===== src/hw/rtl/zid_pkg.sv =====
// ----------------------------------------------------------------------------
// zid_pkg: shared constants for the zone intrusion window detector
// Register map indexes, counter widths and fixed limits.
// ----------------------------------------------------------------------------
package zid_pkg;

    // register indexes on the configuration port (byte address = 4 * index)
    localparam logic [2:0] REG_CUT_THRESHOLD     = 3'd0;
    localparam logic [2:0] REG_CUT_WINDOW        = 3'd1;
    localparam logic [2:0] REG_CUT_COUNT_LIMIT   = 3'd2;
    localparam logic [2:0] REG_CLIMB_THRESHOLD   = 3'd3;
    localparam logic [2:0] REG_CLIMB_WINDOW      = 3'd4;
    localparam logic [2:0] REG_CLIMB_COUNT_LIMIT = 3'd5;
    localparam logic [2:0] REG_CABLE_BREAK_LEVEL = 3'd6;
    localparam logic [2:0] REG_CABLE_BREAK_TICKS = 3'd7;

    localparam int ADDR_BITS  = 5;
    localparam int LIMIT_BITS = 16;
    localparam int CABLE_BITS = 14;
    localparam int PHASE_BITS = 22;

    localparam logic [PHASE_BITS-1:0] PHASE_WRAP  = 22'd3600000;
    localparam logic [CABLE_BITS-1:0] CABLE_MAX   = 14'd16383;
    localparam logic [CABLE_BITS-1:0] CABLE_TICKS_RESET = 14'd12000;

    // result word bit positions
    localparam int OUT_EVENT = 0;
    localparam int OUT_ALARM = 1;
    localparam int OUT_ERROR = 2;
    localparam int OUT_ARMED = 3;
    localparam int OUT_BITS  = 8;

endpackage


===== src/hw/rtl/zone_intrusion_window_detector_top.sv =====
// ----------------------------------------------------------------------------
// zone_intrusion_window_detector_top: one-zone cut/climb intrusion detector
// Per-tick cable check, cut detector and decimated climb detector.
// ----------------------------------------------------------------------------
// Usage:
//   Each input word on s_* is one sample tick of the zone. Each accepted word
//   produces exactly one result word on m_*, holding the event bit and the
//   alarm, error and armed status after that tick.
//   Latency: the result is valid the cycle after the input word is accepted.
//   Throughput: one word per cycle; all tick logic (phase and cable counters,
//   both window detectors) sits between the input port and the result
//   register, with the climb detector chained behind the cut detector.
//   Stall: the result register holds while m_tready is low; s_tready stays
//   high as long as the result register is empty or being drained, so a new
//   word is taken in the same cycle the previous result leaves.
//   Reset: rst_n clears all counters and detectors, sets the zone armed and
//   loads the register defaults (cable level all ones, break ticks 12000). The user
//   must write configuration over the APB port while no word is in flight (unchecked).
// ----------------------------------------------------------------------------
module zone_intrusion_window_detector_top
    import zid_pkg::*;
#(
    parameter int SAMPLE_BITS  = 12,
    parameter int WINDOW_BITS  = 20,
    parameter int CLIMB_DIVIDE = 4
)
(
    input  logic                 clk,
    input  logic                 rst_n,
    // input stream
    input  logic                 s_tvalid,
    output logic                 s_tready,
    // s_tdata, low bit up: sensor_sample, cable_sample, zone_enable, rearm, zero fill
    input  logic [((2*SAMPLE_BITS+2+7)/8)*8-1:0] s_tdata,
    // result stream
    output logic                 m_tvalid,
    input  logic                 m_tready,
    // m_tdata, low bit up: alarm_event, alarm_flag, error_flag, armed, zero fill
    output logic [OUT_BITS-1:0]  m_tdata,
    // configuration port
    input  logic                 psel,
    input  logic                 penable,
    input  logic                 pwrite,
    input  logic [ADDR_BITS-1:0] paddr,
    input  logic [31:0]          pwdata,
    output logic [31:0]          prdata,
    output logic                 pready
);

    localparam int DIV_BITS = (CLIMB_DIVIDE > 1) ? $clog2(CLIMB_DIVIDE) : 1;
    localparam logic [DIV_BITS-1:0] DIV_LAST = DIV_BITS'(CLIMB_DIVIDE - 1);
    localparam logic [SAMPLE_BITS-1:0] LEVEL_RESET = SAMPLE_BITS'(4095);

    // ------------------------------------------------------------------
    // configuration registers
    // ------------------------------------------------------------------
    logic [SAMPLE_BITS-1:0] cut_threshold_reg;
    logic [WINDOW_BITS-1:0] cut_window_reg;
    logic [LIMIT_BITS-1:0]  cut_count_limit_reg;
    logic [SAMPLE_BITS-1:0] climb_threshold_reg;
    logic [WINDOW_BITS-1:0] climb_window_reg;
    logic [LIMIT_BITS-1:0]  climb_count_limit_reg;
    logic [SAMPLE_BITS-1:0] cable_break_level_reg;
    logic [CABLE_BITS-1:0]  cable_break_ticks_reg;

    logic       cfg_write;
    logic [2:0] cfg_index;

    assign pready    = 1'b1;
    assign cfg_write = psel && penable && pwrite && pready;
    assign cfg_index = paddr[4:2];

    always_ff @(posedge clk or negedge rst_n)
    begin
        if (!rst_n)
        begin
            cut_threshold_reg     <= '0;
            cut_window_reg        <= '0;
            cut_count_limit_reg   <= '0;
            climb_threshold_reg   <= '0;
            climb_window_reg      <= '0;
            climb_count_limit_reg <= '0;
            cable_break_level_reg <= LEVEL_RESET;
            cable_break_ticks_reg <= CABLE_TICKS_RESET;
        end
        else if (cfg_write)
        begin
            unique case (cfg_index)
                REG_CUT_THRESHOLD:     cut_threshold_reg     <= pwdata[SAMPLE_BITS-1:0];
                REG_CUT_WINDOW:        cut_window_reg        <= pwdata[WINDOW_BITS-1:0];
                REG_CUT_COUNT_LIMIT:   cut_count_limit_reg   <= pwdata[LIMIT_BITS-1:0];
                REG_CLIMB_THRESHOLD:   climb_threshold_reg   <= pwdata[SAMPLE_BITS-1:0];
                REG_CLIMB_WINDOW:      climb_window_reg      <= pwdata[WINDOW_BITS-1:0];
                REG_CLIMB_COUNT_LIMIT: climb_count_limit_reg <= pwdata[LIMIT_BITS-1:0];
                REG_CABLE_BREAK_LEVEL: cable_break_level_reg <= pwdata[SAMPLE_BITS-1:0];
                REG_CABLE_BREAK_TICKS: cable_break_ticks_reg <= pwdata[CABLE_BITS-1:0];
                default: ;
            endcase
        end
    end

    // register readback
    always_comb
    begin
        unique case (cfg_index)
            REG_CUT_THRESHOLD:     prdata = 32'(cut_threshold_reg);
            REG_CUT_WINDOW:        prdata = 32'(cut_window_reg);
            REG_CUT_COUNT_LIMIT:   prdata = 32'(cut_count_limit_reg);
            REG_CLIMB_THRESHOLD:   prdata = 32'(climb_threshold_reg);
            REG_CLIMB_WINDOW:      prdata = 32'(climb_window_reg);
            REG_CLIMB_COUNT_LIMIT: prdata = 32'(climb_count_limit_reg);
            REG_CABLE_BREAK_LEVEL: prdata = 32'(cable_break_level_reg);
            REG_CABLE_BREAK_TICKS: prdata = 32'(cable_break_ticks_reg);
            default:               prdata = '0;
        endcase
    end

    // ------------------------------------------------------------------
    // input word unpack and handshake
    // ------------------------------------------------------------------
    logic [SAMPLE_BITS-1:0] sensor_sample;
    logic [SAMPLE_BITS-1:0] cable_sample;
    logic                   zone_enable;
    logic                   rearm;
    logic                   in_accept;

    assign sensor_sample = s_tdata[SAMPLE_BITS-1:0];
    assign cable_sample  = s_tdata[2*SAMPLE_BITS-1:SAMPLE_BITS];
    assign zone_enable   = s_tdata[2*SAMPLE_BITS];
    assign rearm         = s_tdata[2*SAMPLE_BITS+1];

    assign s_tready  = !m_tvalid || m_tready;
    assign in_accept = s_tvalid && s_tready;

    // ------------------------------------------------------------------
    // zone state
    // ------------------------------------------------------------------
    logic [PHASE_BITS-1:0] phase_reg, phase_next;
    logic [DIV_BITS-1:0]   div_reg, div_next;
    logic [CABLE_BITS-1:0] cable_count_reg, cable_count_next;
    logic                  cable_broken_reg, cable_broken_next;
    logic                  alarm_reg, alarm_next;
    logic                  error_reg, error_next;
    logic                  armed_reg, armed_next;

    logic armed_now;
    logic zone_run;
    logic cut_step, climb_step;
    logic cut_fire, climb_fire;
    logic event_now;

    // phase counter and its residue modulo the climb divider
    always_comb
    begin
        if (phase_reg >= PHASE_WRAP)
        begin
            phase_next = '0;
            div_next   = '0;
        end
        else
        begin
            phase_next = phase_reg + 1'b1;
            div_next   = (div_reg == DIV_LAST) ? '0 : div_reg + 1'b1;
        end
    end

    // cable check
    always_comb
    begin
        armed_now = armed_reg || rearm;
        zone_run  = zone_enable && armed_now;

        cable_count_next  = cable_count_reg;
        cable_broken_next = 1'b0;
        if (zone_run)
        begin
            if (cable_sample > cable_break_level_reg && !cable_broken_reg)
            begin
                cable_count_next  = (cable_count_reg < CABLE_MAX) ?
                                    cable_count_reg + 1'b1 : cable_count_reg;
                cable_broken_next = cable_count_next > cable_break_ticks_reg;
            end
            else
            begin
                cable_count_next = '0;
            end
        end
    end

    // detector gating
    assign cut_step   = in_accept && zone_run && !cable_broken_next;
    assign climb_step = cut_step && !cut_fire && (div_next == '0);
    assign event_now  = cut_fire || climb_fire;

    // zone status after this tick
    always_comb
    begin
        if (zone_run)
        begin
            alarm_next = alarm_reg || event_now;
            armed_next = armed_now && !event_now;
            error_next = error_reg || cable_broken_next;
        end
        else
        begin
            alarm_next = 1'b0;
            armed_next = armed_now;
            error_next = 1'b0;
        end
    end

    // the climb detector only steps when the cut detector stayed quiet
    zid_window_det #(
        .SAMPLE_BITS (SAMPLE_BITS),
        .WINDOW_BITS (WINDOW_BITS)
    ) u_cut_det (
        .clk       (clk),
        .rst_n     (rst_n),
        .step      (cut_step),
        .sample    (sensor_sample),
        .threshold (cut_threshold_reg),
        .window    (cut_window_reg),
        .limit     (cut_count_limit_reg),
        .fire      (cut_fire)
    );

    zid_window_det #(
        .SAMPLE_BITS (SAMPLE_BITS),
        .WINDOW_BITS (WINDOW_BITS)
    ) u_climb_det (
        .clk       (clk),
        .rst_n     (rst_n),
        .step      (climb_step),
        .sample    (sensor_sample),
        .threshold (climb_threshold_reg),
        .window    (climb_window_reg),
        .limit     (climb_count_limit_reg),
        .fire      (climb_fire)
    );

    always_ff @(posedge clk or negedge rst_n)
    begin
        if (!rst_n)
        begin
            phase_reg        <= '0;
            div_reg          <= '0;
            cable_count_reg  <= '0;
            cable_broken_reg <= 1'b0;
            alarm_reg        <= 1'b0;
            error_reg        <= 1'b0;
            armed_reg        <= 1'b1;
        end
        else if (in_accept)
        begin
            phase_reg        <= phase_next;
            div_reg          <= div_next;
            cable_count_reg  <= cable_count_next;
            cable_broken_reg <= cable_broken_next;
            alarm_reg        <= alarm_next;
            error_reg        <= error_next;
            armed_reg        <= armed_next;
        end
    end

    // ------------------------------------------------------------------
    // result register
    // ------------------------------------------------------------------
    logic                m_valid_reg;
    logic [OUT_BITS-1:0] m_data_reg;
    logic [OUT_BITS-1:0] m_data_next;

    always_comb
    begin
        m_data_next            = '0;
        m_data_next[OUT_EVENT] = event_now;
        m_data_next[OUT_ALARM] = alarm_next;
        m_data_next[OUT_ERROR] = error_next;
        m_data_next[OUT_ARMED] = armed_next;
    end

    always_ff @(posedge clk or negedge rst_n)
    begin
        if (!rst_n)
        begin
            m_valid_reg <= 1'b0;
        end
        else if (s_tready)
        begin
            m_valid_reg <= s_tvalid;
        end
    end

    always_ff @(posedge clk)
    begin
        if (in_accept)
        begin
            m_data_reg <= m_data_next;
        end
    end

    assign m_tvalid = m_valid_reg;
    assign m_tdata  = m_data_reg;

endmodule


===== src/hw/rtl/zid_window_det.sv =====
// ----------------------------------------------------------------------------
// zid_window_det: windowed hit-count detector
// Opens a window on the first sample above threshold, counts hits and fires
// when the count reaches the limit while window ticks remain.
// ----------------------------------------------------------------------------
module zid_window_det
    import zid_pkg::*;
#(
    parameter int SAMPLE_BITS = 12,
    parameter int WINDOW_BITS = 20
)
(
    input  logic                   clk,
    input  logic                   rst_n,
    input  logic                   step,
    input  logic [SAMPLE_BITS-1:0] sample,
    input  logic [SAMPLE_BITS-1:0] threshold,
    input  logic [WINDOW_BITS-1:0] window,
    input  logic [LIMIT_BITS-1:0]  limit,
    output logic                   fire
);

    localparam int CMP_BITS = (WINDOW_BITS > LIMIT_BITS) ? WINDOW_BITS : LIMIT_BITS;
    localparam logic [WINDOW_BITS-1:0] HITS_MAX = {WINDOW_BITS{1'b1}};

    logic                   active_reg, active_next;
    logic [WINDOW_BITS-1:0] hits_reg, hits_next;
    logic [WINDOW_BITS-1:0] remaining_reg, remaining_next;

    logic                   above;
    logic                   open_now;
    logic [WINDOW_BITS-1:0] rem_start;
    logic [WINDOW_BITS-1:0] rem_dec;
    logic [WINDOW_BITS-1:0] hits_kept;
    logic [WINDOW_BITS-1:0] hits_inc;
    logic                   rem_left;

    // one detector step; fire only rises on a step
    always_comb
    begin
        above     = sample > threshold;
        open_now  = !active_reg && above;
        rem_start = open_now ? window : remaining_reg;
        rem_left  = rem_start != '0;
        rem_dec   = rem_left ? rem_start - 1'b1 : rem_start;
        hits_kept = rem_left ? hits_reg : '0;
        hits_inc  = (above && hits_kept != HITS_MAX) ? hits_kept + 1'b1 : hits_kept;

        active_next    = active_reg;
        hits_next      = hits_reg;
        remaining_next = remaining_reg;
        fire           = 1'b0;

        if (step && (active_reg || above))
        begin
            active_next    = rem_left;
            hits_next      = hits_inc;
            remaining_next = rem_dec;
            // a fire needs ticks left after this one's decrement
            if (CMP_BITS'(hits_inc) >= CMP_BITS'(limit) && rem_dec != '0)
            begin
                fire           = 1'b1;
                active_next    = 1'b0;
                remaining_next = '0;
                hits_next      = '0;
            end
        end
    end

    // detector state
    always_ff @(posedge clk or negedge rst_n)
    begin
        if (!rst_n)
        begin
            active_reg    <= 1'b0;
            hits_reg      <= '0;
            remaining_reg <= '0;
        end
        else if (step)
        begin
            active_reg    <= active_next;
            hits_reg      <= hits_next;
            remaining_reg <= remaining_next;
        end
    end

endmodule


===== config.mk =====
export PLATFORM = sky130hd
export DESIGN_NAME = zone_intrusion_window_detector_top
export DESIGN_NICKNAME = d
export VERILOG_FILES = /design/src/hw/rtl/zid_pkg.sv /design/src/hw/rtl/zone_intrusion_window_detector_top.sv /design/src/hw/rtl/zid_window_det.sv
export SDC_FILE = /design/constraint.sdc
export NUM_CORES = 1
export LEC_CHECK = 0
export BUFFER_PORTS_ARGS = -buffer_cell sky130_fd_sc_hd__buf_2
export CORE_ASPECT_RATIO = 0.75
export CORE_MARGIN = 8
export CORE_UTILIZATION = 28
export DETAILED_ROUTE_END_ITERATION = 8
export HOLD_SLACK_MARGIN = 0.02
export PLACE_DENSITY = 0.49
export SLEW_MARGIN = 20
export SYNTH_ARGS = -nofsm -noshare
export SYNTH_HDL_FRONTEND = slang
export SYNTH_SLANG_ARGS = --single-unit

===== constraint.sdc =====
create_clock -name clk -period 11.65 [get_ports clk]
set_input_delay 0.5825 -clock clk [delete_from_list [all_inputs] [get_ports clk]]
set_output_delay 0.5825 -clock clk [all_outputs]
set_load 0.05 [all_outputs]

# Word level (Yosys, flattened, before mapping)

Cells that the tools add are included.
W data, S select, Z words.

Output and inout bits: 43
Logic and storage cells: 126
Bits in registers: 251
Input bits: 76

Muxes and demuxes: 29
Magnitude comparators: 8
Add/sub/neg operators: 7
Reduce and logical (&&, ||, !) cells: 49
Eq/ne operators: 10

Operator list:

| kind                    | number |
|---|---|
| $pmux W32 S8            | 1 |
| $mux W20                | 12 |
| $reduce_bool A20 Y1     | 4 |
| $add A20 B1 Y20 const B | 2 |
| $ge A20 B16 Y1          | 2 |
| $ne A20 B20 Y1 const B  | 2 |
| $sub A20 B1 Y20 const B | 2 |
| $gt A12 B12 Y1          | 3 |
| $mux W14                | 2 |
| $add A22 B1 Y22 const B | 1 |
| $ge A22 B22 Y1 const B  | 1 |
| $mux W22                | 1 |
| $reduce_and A2 Y1       | 11 |
| $logic_and A1 B1 Y1     | 18 |
| $add A14 B1 Y14 const B | 1 |
| $gt A14 B14 Y1          | 1 |
| $lt A14 B14 Y1 const B  | 1 |
| $eq A3 B3 Y1 const B    | 4 |
| $mux W1                 | 11 |
| $logic_not A1 Y1        | 7 |
| $logic_or A1 B1 Y1      | 7 |
| $eq A3 B2 Y1 const B    | 2 |
| $mux W2                 | 2 |
| $eq A3 B1 Y1 const B    | 1 |
| 4 further kinds         | 4 |

# Depth between registers and ports, before layout

Depth in word-level cells: 21
Gate-level depth with buffers: 41
Depth with buffers taken out: 36

# Hierarchy

From an unflattened synthesis, not the netlist that was laid out.

Cell total of the unflattened synthesis: 1,966
Area, all modules: 17,780.8 um^2

By module, submodules not included:

| module                             | area an instance (um^2) | cells an instance | times used |
|---|---|---|---|
| zone_intrusion_window_detector_top | 8,847.2                 | 837               | 1 |
| zid_window_det (u_climb_det)       | 4,528.1                 | 588               | 1 |
| zid_window_det (u_cut_det)         | 4,405.5                 | 541               | 1 |

# Least setup slack after synthesis

No wires, ideal clock.

Kind: in2reg
Start point: input port s_tdata[10]
End point: register u_climb_det.hits_reg[10]
Library setup time: 0.120 ns
Arrival: 7.815 ns
Setup slack: 3.715 ns
Cell stages on the path: 39
Data required time: 11.530 ns
Buffers on the path: 7
Cell sequence: ha_1 -> nand4_1 -> nor2_1 -> nand2_1 -> a21oi_1 -> buf_2 -> buf_4 -> buf_2 -> buf_1 -> mux2i_1 -> ha_1 -> nor3b_1 -> nand4_1 -> nor3b_1 -> a41oi_1 -> o311a_1 -> clkbuf_1 -> and2_1 -> [... 3 more ...] -> nor2_1 -> a21boi_1 -> nand2_1 -> nor2_1 -> nand3_1 -> xor2_1 -> nor2_1 -> ha_1 -> a21o_1 -> a21oi_1 -> o21ai_0 -> a21oi_1 -> o21ai_1 -> a31oi_1 -> buf_2 -> buf_2 -> nor2_1 -> a31o_2

Longest elaborated chain between the ends: 17

RTL lines:

| item                                                                     | line                                     | RTL |
|---|---|---|
| start: declaration                                                       | zone_intrusion_window_detector_top.sv:34 | `input logic [((2*SAMPLE_BITS+2+7)/8)*8-1:0] s_tdata,` |
| parallel branches: the longest is 17 deep, another holds $add A20 B1 Y20 | --                                       |  |
| end signal: assignment                                                   | zid_window_det.sv:82                     | `hits_reg <= hits_next;` |
| end: declaration                                                         | zid_window_det.sv:27                     | `logic [WINDOW_BITS-1:0] hits_reg, hits_next;` |

Several ways; the timed one is not identified.
A chain may end at the register's enable or synchronous reset.

# Final worst setup path

Start point: register cut_threshold_reg[1]
End point: register u_climb_det.hits_reg[16]

Longest elaborated chain between the ends: 17

RTL lines:

| item                                                                     | line                                      | RTL |
|---|---|---|
| start: declaration                                                       | zone_intrusion_window_detector_top.sv:57  | `logic [SAMPLE_BITS-1:0] cut_threshold_reg;` |
| start signal: assignment                                                 | zone_intrusion_window_detector_top.sv:89  | `REG_CUT_THRESHOLD: cut_threshold_reg <= pwdata[SAMPLE_BITS-1:0];` |
| $gt A12 B12 Y1 (*)                                                       | zid_window_det.sv:41                      | `above = sample > threshold;` |
| parallel branches: the longest is 10 deep, another holds $add A20 B1 Y20 | --                                        |  |
| $mux W1 (*)                                                              | zid_window_det.sv:54                      | `if (step && (active_reg \|\| above))` |
| $logic_not A1 Y1 (*)                                                     | zone_intrusion_window_detector_top.sv:192 | `assign climb_step = cut_step && !cut_fire && (div_next == '0);` |
| $logic_and A1 B1 Y1 (*) (2 in series)                                    | zone_intrusion_window_detector_top.sv:192 |  |
| $logic_and A1 B1 Y1                                                      | zid_window_det.sv:54                      |  |
| $reduce_and A2 Y1 (no line) (*)                                          | --                                        |  |

Mark *: on every way between the ends.

==> run_results.csv <==
group,metric,value,unit
outcome,outcome,"complete, no violations",
timing,timing.fmax,105,MHz
placed_design,hpwlAfterDp,45.5,mm
cts,htreeDepth,1,
floorplan,die_x,302,µm
timing,tightest_slew,1.06,ns
worst_setup_path,worst_setup_path_start_kind,"flop",
global_route,grt_pass1_wl,90.9,mm
worst_setup_path,critPathBufInv,3,
placed_design,place_congestion,0.917,
timing,post-route-worst-setup-slack,2.09,ns
global_route,grt_max_degree,80,
flow_run,drv_cap,0,
synth,synth_cell_type_count,90,
cts,post_cts_buffers,0,
global_route,grt-ovfl-total,0,
floorplan,core_area,0.0606,mm²
synth,ys_warn_count,0,
floorplan,die_h,230,µm
finish,stdcell_count,2856,
worst_setup_path,worstRegToRegCells,34,
finish,multi_input_area,0.0100,mm²
finish,final_layout_size_suffix_gt1_frac,0.145,
worst_setup_path,worstSetupPathType,"reg -> reg",
synth,avgSynthCellArea,8.60,µm²
route,viasPerCell,5.38,
worst_setup_path,cp-end-kind,"flop",
timing,skew,0.0241,ns
timing,finalCritPeriodShare,0.821,
global_route,antenna_found_initial,3,
cts,numCtsBuffers,29,
worst_hold_path,hold_path_class,"in -> reg",
route,wire_per_inst,21.1,µm
worst_setup_path,r2r_start,"cut_threshold_reg[1]",
floorplan,std_cell_rows,78,
placed_design,dpl.cell_count,2800,
pwr,ir_drop,0.115,mV
pwr,netSwitchingFraction,0.402,
worst_hold_path,hold_end,"m_tvalid",
worst_setup_path,crit_family,"compound AO/OA/AOI/OAI gates",
global_route,grtUsageTotal,0.167,
route,vias,15400,
worst_setup_path,critPathRequiredTime,12.13,ns
pwr,clockPowerShare,0.277,
worst_setup_path,cp_max_fo,37,
finish,largest_reg_flops,22,
floorplan,fp.dieArea,0.0696,mm²
worst_setup_path,cpMaxStageDelayCell,"a31oi_4",
worst_setup_path,max_stage_delay,0.81,ns
finish,fin_nets,2200,
route,antenna_left,0,
synth,synth_seq_cells,251,
cts,cts.clk_slew.worst_paths,0.07,ns
finish,stdcell_area,0.0194,mm²
timing,rsz0062_at_grt,"false",
timing,layout_min_cycle_time,9.56,ns
synth,postSynthCellCount,1996,
timing,hold_violations,0,
timing,max-slew-margin-rel,0.292,
placed_design,dp_slack,1.83,ns
worst_hold_path,hold_path_depth,2,
timing,setup_tns,0,ns
cts,clock_latency,0.60,ns
synth,syn_area,0.0172,mm²
synth,ys_seq_area_frac,0.368,
synth,yosys_most_used_dff,"dfrtp_1",
finish,area_growth,13.1,%
route,firstDrtPassIters,8,
cts,cts_tree,"yes",
pwr,p_leak,0.00856,µW
global_route,grt_pass1_vias,14400,
worst_setup_path,crit_path_frequent_cell,"ha_1",
worst_setup_path,worst_r2r_endpoint,"u_climb_det.hits_reg[16]",
cts,clockRootBuffer,"clkbuf_16",
floorplan,start_util,0.283,
pwr,switchingPower,1440,µW
timing,slew_violations,0,
pwr,powerDensity,185,mW/mm²
finish,ff_latch_area,0.00633,mm²
route,drc,0,
worst_hold_path,min_from,"s_tvalid",
worst_setup_path,ff2ff_setup_slack,2.09,ns
route,drtIter0Drc,1533,
synth,synthArstFlopShare,0.984,
route,routed_wl,60.2,mm
pwr,pwr-share-comb,0.361,
cts,clockBufferDepth,3,
floorplan,pin_count,119,
placed_design,io_buffers,81,
finish,fin_util,0.320,
finish,fillers,6289,
synth,synth_edf_count,4,
worst_setup_path,critPathArrivalTime,10.04,ns
pwr,seqPwrFrac,0.362,
timing,setup_viol,0,
cts,cts.sinks,251,
pwr,p_int,2150,µW
placed_design,dpl-instance-area,0.0184,mm²
[synthesized netlist by cell type, types with 17 or more instances]
cell type	instances	area share
and3_1	17	0.0062
a31o_2	17	0.0087
nand4_1	39	0.014
o31ai_1	21	0.0092
dfrtp_1	227	0.33
xnor2_1	46	0.023
nor2b_1	19	0.0069
clkbuf_1	73	0.016
nand3_1	63	0.018
nand2_1	240	0.052
dfstp_2	20	0.031
nor2_1	181	0.040
o22ai_1	17	0.0062
mux2_2	70	0.046
a21o_1	20	0.0087
ha_1	92	0.067
nor4_1	25	0.0091
or3_1	30	0.011
mux2i_1	65	0.038
nor3_1	50	0.015
inv_1	116	0.025
a21oi_1	72	0.021
xor2_1	34	0.017
o21ai_0	171	0.050
buf_4	18	0.0079
[cells in the final DEF, fill, tap and decap left out, drive strengths merged, types with 34 or more instances in the layout]
cell type  netlist  final
nor2           181    181
nand2          240    240
dfrtp          227    227
nand3           63     63
xnor2           46     46
o21ai          173    173
nor3            50     50
xor2            34     34
nand4           39     39
ha              92     92
a21oi           72     72
mux2i           65     65
clkbuf          74     41
mux2            72     72
inv            116    117
buf             46    109
[worst max-delay path by stage]
stage	from	to	slack (ns)	cells past startpoint
after detailed placement	s_tdata[2]	u_climb_det.hits_reg[16]	1.83	34
final	cut_threshold_reg[1]	u_climb_det.hits_reg[16]	2.09	34
after global routing	cut_threshold_reg[1]	u_climb_det.hits_reg[16]	1.28	34
after floorplan	s_tdata[10]	u_climb_det.hits_reg[10]	3.71	39
after global placement	s_tdata[3]	u_climb_det.hits_reg[16]	1.89	34
after CTS	cut_threshold_reg[1]	u_climb_det.hits_reg[16]	2.11	34
[area by class of cell]
class / instances / area share
multi-input cells: 1524 / 0.515
flip-flops and latches: 251 / 0.326
well taps: 800 / 0.0515
clock buffers: 41 / 0.0428
repair buffers: 110 / 0.0327
inverters: 116 / 0.0224
clock inverters: 13 / 0.00966
diodes: 1 / 0.000129
[power by group through the flow]
stage               registers [µW]  logic (µW)  clock network (µW)
floorplan                     1200         950                   0
global placement              1300        1250                   0
detailed placement            1310        1280                   0
CTS                           1290        1280                1020
global route                  1320        1450                1050
finish                        1300        1300                 996
[metrics by stage]
stage,hold slack (ns),power [µW]
5_1_grt,0.187,3820
3_5_place_dp,0.480,2580
4_1_cts,0.172,3590
6_report,0.195,3590
3_3_place_gp,0.466,2560
2_1_floorplan,0.287,2150
[what timing repair did]
action	4_1_cts	5_1_grt
hold buffers	1	0
gates resized for setup	0	0
hold endpoints to repair	54	0
[kinds of logic after synthesis]
family | share of synthesized area
other | 0.000437
adders and majority gates | 0.0670
and+or+nand+nor | 0.209
buffers and inverters | 0.0576
xor gates and xnor gates | 0.0408
DFF | 0.368
AOI/OAI and AO/OA | 0.169
muxes | 0.0879
[metal layers]
layer / vias to the layer above / GRT usage / share of wire
met2: 518 / 0.212 / 0.37
met3: 65 / 0.0458 / 0.090
met1: 7571 / 0.270 / 0.52
met5: - / 0 / 0.00022
met4: 2 / 0.0356 / 0.021
li1: 7204 / - / -
Power figures use the tool's default switching activity.
